File: src/qs_pkg.sv
`default_nettype none
// ----------------------------------------------------------------------------
// qs_pkg: shared constants and types for the quaternion slerp core
// Fixed-point formats, CORDIC arctangent table and pipeline depths.
// ----------------------------------------------------------------------------
package qs_pkg;

  // fixed-point format of the quaternion components and blend fraction
  localparam int FRAC_BITS    = 14;
  localparam int CORDIC_STEPS = 16;

  // iterative units, one result bit per stage
  localparam int SQRT_STEPS = 31;
  localparam int DIV_STEPS  = 32;

  // stage counts of the datapath blocks
  localparam int ANG_LAT  = 2 + SQRT_STEPS + CORDIC_STEPS + 4;
  localparam int WGT_LAT  = CORDIC_STEPS + 3 + DIV_STEPS + 1;
  localparam int MIX_LAT  = 2;
  localparam int SIDE_LAT = ANG_LAT + WGT_LAT;
  localparam int PIPE_LAT = 4 + SIDE_LAT + MIX_LAT;

  // Q30 words, and Q14 quaternion components
  typedef logic signed [32:0] ang_t;
  typedef logic signed [32:0] wgt_t;
  typedef logic [30:0]        root_t;
  typedef logic [30:0]        frac_t;
  typedef logic signed [15:0] comp_t;
  typedef logic signed [16:0] ncomp_t;

  localparam ang_t INV_GAIN = 33'sd652032874;
  localparam ang_t ONE_Q30  = 33'sd1073741824;

  // atan(2^-i) in Q30
  localparam ang_t ATAN_TAB [32] = '{
    33'sd843314857, 33'sd497837829, 33'sd263043837, 33'sd133525159,
    33'sd67021687,  33'sd33543516,  33'sd16775851,  33'sd8388437,
    33'sd4194283,   33'sd2097149,   33'sd1048576,   33'sd524288,
    33'sd262144,    33'sd131072,    33'sd65536,     33'sd32768,
    33'sd16384,     33'sd8192,      33'sd4096,      33'sd2048,
    33'sd1024,      33'sd512,       33'sd256,       33'sd128,
    33'sd64,        33'sd32,        33'sd16,        33'sd8,
    33'sd4,         33'sd2,         33'sd1,         33'sd0
  };

endpackage
`default_nettype wire

File: src/qs_mix.sv
`default_nettype none
// ----------------------------------------------------------------------------
// qs_mix: one output component lane
// Weighted sum of the two input components, rounded and saturated.
// ----------------------------------------------------------------------------
module qs_mix (
  input  logic           clk_i,
  input  logic           en_i,
  input  qs_pkg::wgt_t   w1_i,
  input  qs_pkg::wgt_t   w2_i,
  input  qs_pkg::comp_t  p_i,
  input  qs_pkg::ncomp_t q_i,
  output qs_pkg::comp_t  res_o
);
  import qs_pkg::*;

  logic signed [48:0] m1_q;
  logic signed [49:0] m2_q;
  logic signed [50:0] acc, sh;
  comp_t              res_q;

  // round half up, floor shift
  always_comb begin
    acc = 51'(m1_q) + 51'(m2_q) + 51'sd536870912;
    sh  = acc >>> 30;
  end

  always_ff @(posedge clk_i) begin
    if (en_i) begin
      m1_q <= 49'(w1_i) * 49'(p_i);
      m2_q <= 50'(w2_i) * 50'(q_i);
      if (sh > 51'sd32767) begin
        res_q <= 16'sh7fff;
      end else if (sh < -51'sd32768) begin
        res_q <= 16'sh8000;
      end else begin
        res_q <= sh[15:0];
      end
    end
  end

  assign res_o = res_q;

endmodule
`default_nettype wire
File: config.mk
export PLATFORM = sky130hd
export DESIGN_NAME = qs_mix
export DESIGN_NICKNAME = d
export VERILOG_FILES = /design/src/qs_pkg.sv /design/src/qs_mix.sv
export SDC_FILE = /design/constraint.sdc
export NUM_CORES = 2
export LEC_CHECK = 0
export BUFFER_PORTS_ARGS = -buffer_cell sky130_fd_sc_hd__buf_4
export CAP_MARGIN = 30
export CELL_PAD_IN_SITES_DETAIL_PLACEMENT = 1
export CELL_PAD_IN_SITES_GLOBAL_PLACEMENT = 2
export CORE_ASPECT_RATIO = 0.9
export CORE_MARGIN = 1
export CORE_UTILIZATION = 39
export DETAILED_ROUTE_END_ITERATION = 8
export PLACE_DENSITY_LB_ADDON = 0.1
export SLEW_MARGIN = 25
export SYNTH_ARGS = -nofsm -noshare
export SYNTH_HDL_FRONTEND = slang
export SYNTH_SLANG_ARGS = --single-unit
File: constraint.sdc
create_clock -name clk_i -period 6.53 [get_ports clk_i]
set_input_delay 0.3265 -clock clk_i [delete_from_list [all_inputs] [get_ports clk_i]]
set_output_delay 0.3265 -clock clk_i [all_outputs]
set_load 0.01 [all_outputs]
Yosys cells after proc, flatten, opt, wreduce, memory -nomap -nowiden. Cells that the tools add are included.

Flip-flop bits (word level): 115. Logic and storage cells: 10.

Add/subtract/negate cells: 2. Multiply operators: 2. $lt $le $gt $ge: 2. Mux-type cells: 1.

Operators with widths (count): $add 49x50->51 (1); $add 51x31->51 const B (1); $mul 33x17->50 (1); $mul 33x16->49 (1); $gt 21x16->1 const B (1); $lt 21x16->1 const B (1); $mux 16 (1).

Depth between registers and ports, before layout.
Word-level depth: 4. Mapped depth: 26. Gate-level depth less buffers: 25.

Worst setup path before layout. OpenSTA, ideal clock, no wires.

Kind: input to register. Start: in p_i[15]. End: reg m1_q[44], data pin. Arrival time: 6.375 ns. Path slack: -0.110 ns. Cell stages on the path: 23. Path buffers: 2. Cells stage by stage: inv_1 -> clkbuf_1 -> buf_1 -> nor2_1 -> fa_1 -> fa_1 -> fa_1 -> fa_1 -> fa_1 -> inv_1 -> fa_1 -> inv_1 -> ha_1 -> a21oi_1 -> o21ai_0 -> a221o_1 -> a221oi_1 -> o31ai_1 -> a31o_2 -> a2111o_1 -> a41oi_2 -> o21bai_1 -> xor2_1.

Word-level cells in the longest chain between the ends: 1.

RTL lines: start: declaration (RTL line qs_mix.sv:11) `input qs_pkg::comp_t p_i,`; $mul 33x16->49 (RTL line qs_mix.sv:30) `m1_q <= 49'(w1_i) * 49'(p_i);`; end signal: assignment (RTL line qs_mix.sv:30); end: declaration (RTL line qs_mix.sv:17) `logic signed [48:0] m1_q;`.

No other way between the ends. A chain may end at the register's enable or synchronous reset.

Final worst setup path.
Start: in p_i[4]. End: reg m1_q[45], data pin.

The elaborated chain is that of the path after synthesis.

==> impl_metrics.json <==
{
  "layout_commonest_cell": "inv_1",
  "ys_types": 81,
  "synth_area_per_cell_um2": 9.30,
  "ant_nets": 0,
  "drt_iter0_markers": 1201,
  "clock.fmax_mhz": 160,
  "syn_nets": 6165,
  "synth_xor_area_share_pct": 2.44,
  "path_delay_family": "adder cells",
  "synth_fa_ha_area_share_pct": 56.9,
  "cts_buffers": 25,
  "endpoint_kind": "flop",
  "row_count": 116,
  "die_area_mm2": 0.113,
  "fin_crit_ns": 6.26,
  "drc": 1,
  "min_path_type": "input port to flop",
  "antenna_found_initial": 0,
  "yosys_warnings": 0,
  "crit_chain": "buf_4 -> buf_4 -> and2_1 -> fa_1 -> inv_1 -> fa_1 -> fa_1 -> inv_1 -> fa_1 -> fa_1 -> inv_1 -> fa_1 -> inv_1 -> ha_1 -> a211oi_1 -> nand2_1 -> a2111oi_2 -> buf_4 -> a311oi_1 -> or3_1 -> a31oi_1 -> o21bai_1 -> a221oi_1 -> xnor2_1",
  "grt_max_degree": 61,
  "die_width_um": 355,
  "critPathBufInv": 7,
  "cp_max_fo": 10,
  "cp.required_ns": 6.74,
  "arrival_ns": 6.47,
  "coreArea_mm2": 0.111,
  "synth.cell_area_mm2": 0.0437,
  "cp_slowest_cell": "fa_1",
  "relSlewSlack_pct": 40.7,
  "grt_pass1_wl_mm": 195,
  "setup_viol": 0,
  "nets": 6518,
  "vias_per_cell": 4.85,
  "synth-edff-count": 115,
  "grt.total_usage_pct": 21.8,
  "placed_area_mm2": 0.0489,
  "fin_crit_sh_pct": 95.8,
  "drive_above_1_share_pct": 11.5,
  "cp-start-kind": "input port",
  "ios": 117,
  "fin_cells": 6531,
  "slowest_delay_ns": 0.59,
  "tightest_slew_ns": 0.867,
  "overflow": 0,
  "vias": 31700,
  "n_antenna_cell": 0,
  "seq_area_frac_synth_pct": 7.90,
  "synth_top_family_by_area": "adder cells",
  "synth_cells": 4698,
  "rsz0062_at_grt": "true",
  "yosys.area_share.simple_pct": 15.3,
  "gp_congestion": 0.850,
  "skew_ns": 0.0153,
  "clk_latency_ns": 0.48,
  "htree_levels": 4,
  "critPathKind": "input port to flop",
  "portBuffers": 116,
  "drtPass1Iterations": 7,
  "design_area_mm2": 0.0496,
  "fill_cells": 12900,
  "drt-wirelength-per-cell_um": 17.8,
  "cts_tree": "yes",
  "synthArstFlopShare_pct": 0,
  "status": "finished, violations left",
  "grt_pass1_vias": 36400,
  "final_cell_mix": "inv_1, fa_1, nand2_1, buf_4, and2_1",
  "area_delta_synth_final_pct": 13.4,
  "die_h_um": 320,
  "utilization_pct": 44.6,
  "hpwlAfterDp_mm": 103,
  "max_cap_violations": 0,
  "placed_cells": 6499,
  "initial_utilization_pct": 39.3,
  "clk_pin_slew_ns": 0.04,
  "synth-seq-cells": 115,
  "violations": "design-rule violations",
  "wirelength_mm": 117,
  "max-clock-path-buffers": 3,
  "synth-compound-area-share_pct": 5.92,
  "cts.sinks": 115,
  "finalHoldViolations": 0,
  "cts_root_buf": "clkbuf_16",
  "drv_slew": 0,
  "cpMostUsedCell": "fa_1",
  "ys.flop_type": "edfxtp_1",
  "muxShareOfSynthArea_pct": 0.0458
}
==> worst reg2reg max path, stage by stage (launching register included) <==
cell and delay (ns):
edfxtp_1 0.38, ha_1 0.31, ha_1 0.28, a41o_1 0.18, a21oi_1 0.19, o21ai_1 0.20, a2111oi_0 0.82, o21ba_2 0.40
o41ai_4 0.14, a41oi_2 0.26, xor2_1 0.34, a31oi_2 0.33, a21o_2 0.32
==> what timing repair did <==
action	CTS	global route
hold buffers	0	0
setup buffers	0	0
gates resized for setup	0	12
endpoints found under the setup margin	0	14
==> final cells by class <==
class	instances	area, um^2	area share, %
multi-input combinational	3256	35300	71.1
timing repair buffer	512	4070	8.21
clock inverter	6	25.0	0.0505
sequential	115	3450	6.97
clock buffer	26	629	1.27
tap	1475	1850	3.72
inverter	1141	4280	8.64
==> flip-flops by register name (all words and copies together) (netlist names) <==
name / count
m2_q: 50
m1_q: 49
res_o: 16
==> per-stage QoR <==
stage	TNS [ns]	hold WS [ns]	setup slack (ns)
2_1_floorplan	0	0.439	0.0170
3_3_place_gp	-3.15	0.746	-0.322
3_5_place_dp	-5.32	0.747	-0.397
4_1_cts	0	0.407	0.0704
5_1_grt	-0.0142	0.426	-0.0142
6_report	0	0.421	0.275
==> metal layers <==
metal,share of wire (%),GRT usage [%],wire length [um]
met1,45,29.1,52200
met2,52,39.0,60100
met3,2.1,1.77,2470
met4,1.6,3.30,1840
met5,0,0,0
==> worst paths after layout <==
kind              cells after the start  startpoint  slack [ns]         to
setup / recovery                     24      p_i[4]        0.27   m1_q[45]
hold / removal                        2      q_i[0]        0.42    m2_q[0]
setup reg to reg                     12     m1_q[2]        2.13   res_o[3]
hold reg to reg                       5    m2_q[49]        1.05  res_o[15]
==> Yosys cell counts, types with 3 or more instances <==
master	count	share of area (%)
edfxtp_1	115	7.9
a22oi_1	3	0.052
a21o_1	62	1.1
o21ai_1	3	0.034
ha_1	330	9.5
a21oi_1	126	1.4
nand2b_1	36	0.52
fa_1	1036	47
and3_1	14	0.20
o21a_1	15	0.26
xor2_1	30	0.60
o21bai_1	20	0.34
buf_1	3	0.026
o21ai_0	66	0.76
nor2_1	119	1.0
inv_1	1141	9.8
a21o_2	6	0.12
nor2b_1	11	0.16
and2_1	450	6.4
o211a_1	3	0.069
a211oi_1	6	0.10
o211ai_1	9	0.15
o2111ai_1	3	0.060
nand2_1	658	5.7
a221oi_1	7	0.14
xnor2_1	90	1.8
nor3_1	12	0.14
clkbuf_1	175	1.5
a31oi_1	9	0.13
nor4_1	5	0.072
or2_2	3	0.043
a41oi_1	4	0.080
a211o_1	3	0.060
a31o_2	3	0.060
clkbuf_8	3	0.095
o31ai_1	8	0.14
nand3_1	29	0.33
o311ai_0	4	0.080
nand4_1	17	0.24
or3_1	5	0.072
==> cell families (layout without fill, tap and decap cells) <==
| kind of cell | after synthesis | after routing |
|---|---|---|
| buffers and inverters | 1327 | 1685 |
| DFF | 115 | 115 |
| and+or+nand+nor | 1377 | 1377 |
| AOI/OAI and AO/OA | 390 | 390 |
| adders and majority gates | 1366 | 1366 |
| xor gates and xnor gates | 121 | 121 |
| muxes | 2 | 2 |
Power is not shown: default switching activity piles up to over one toggle a cycle in this logic, so the estimate is an artifact.
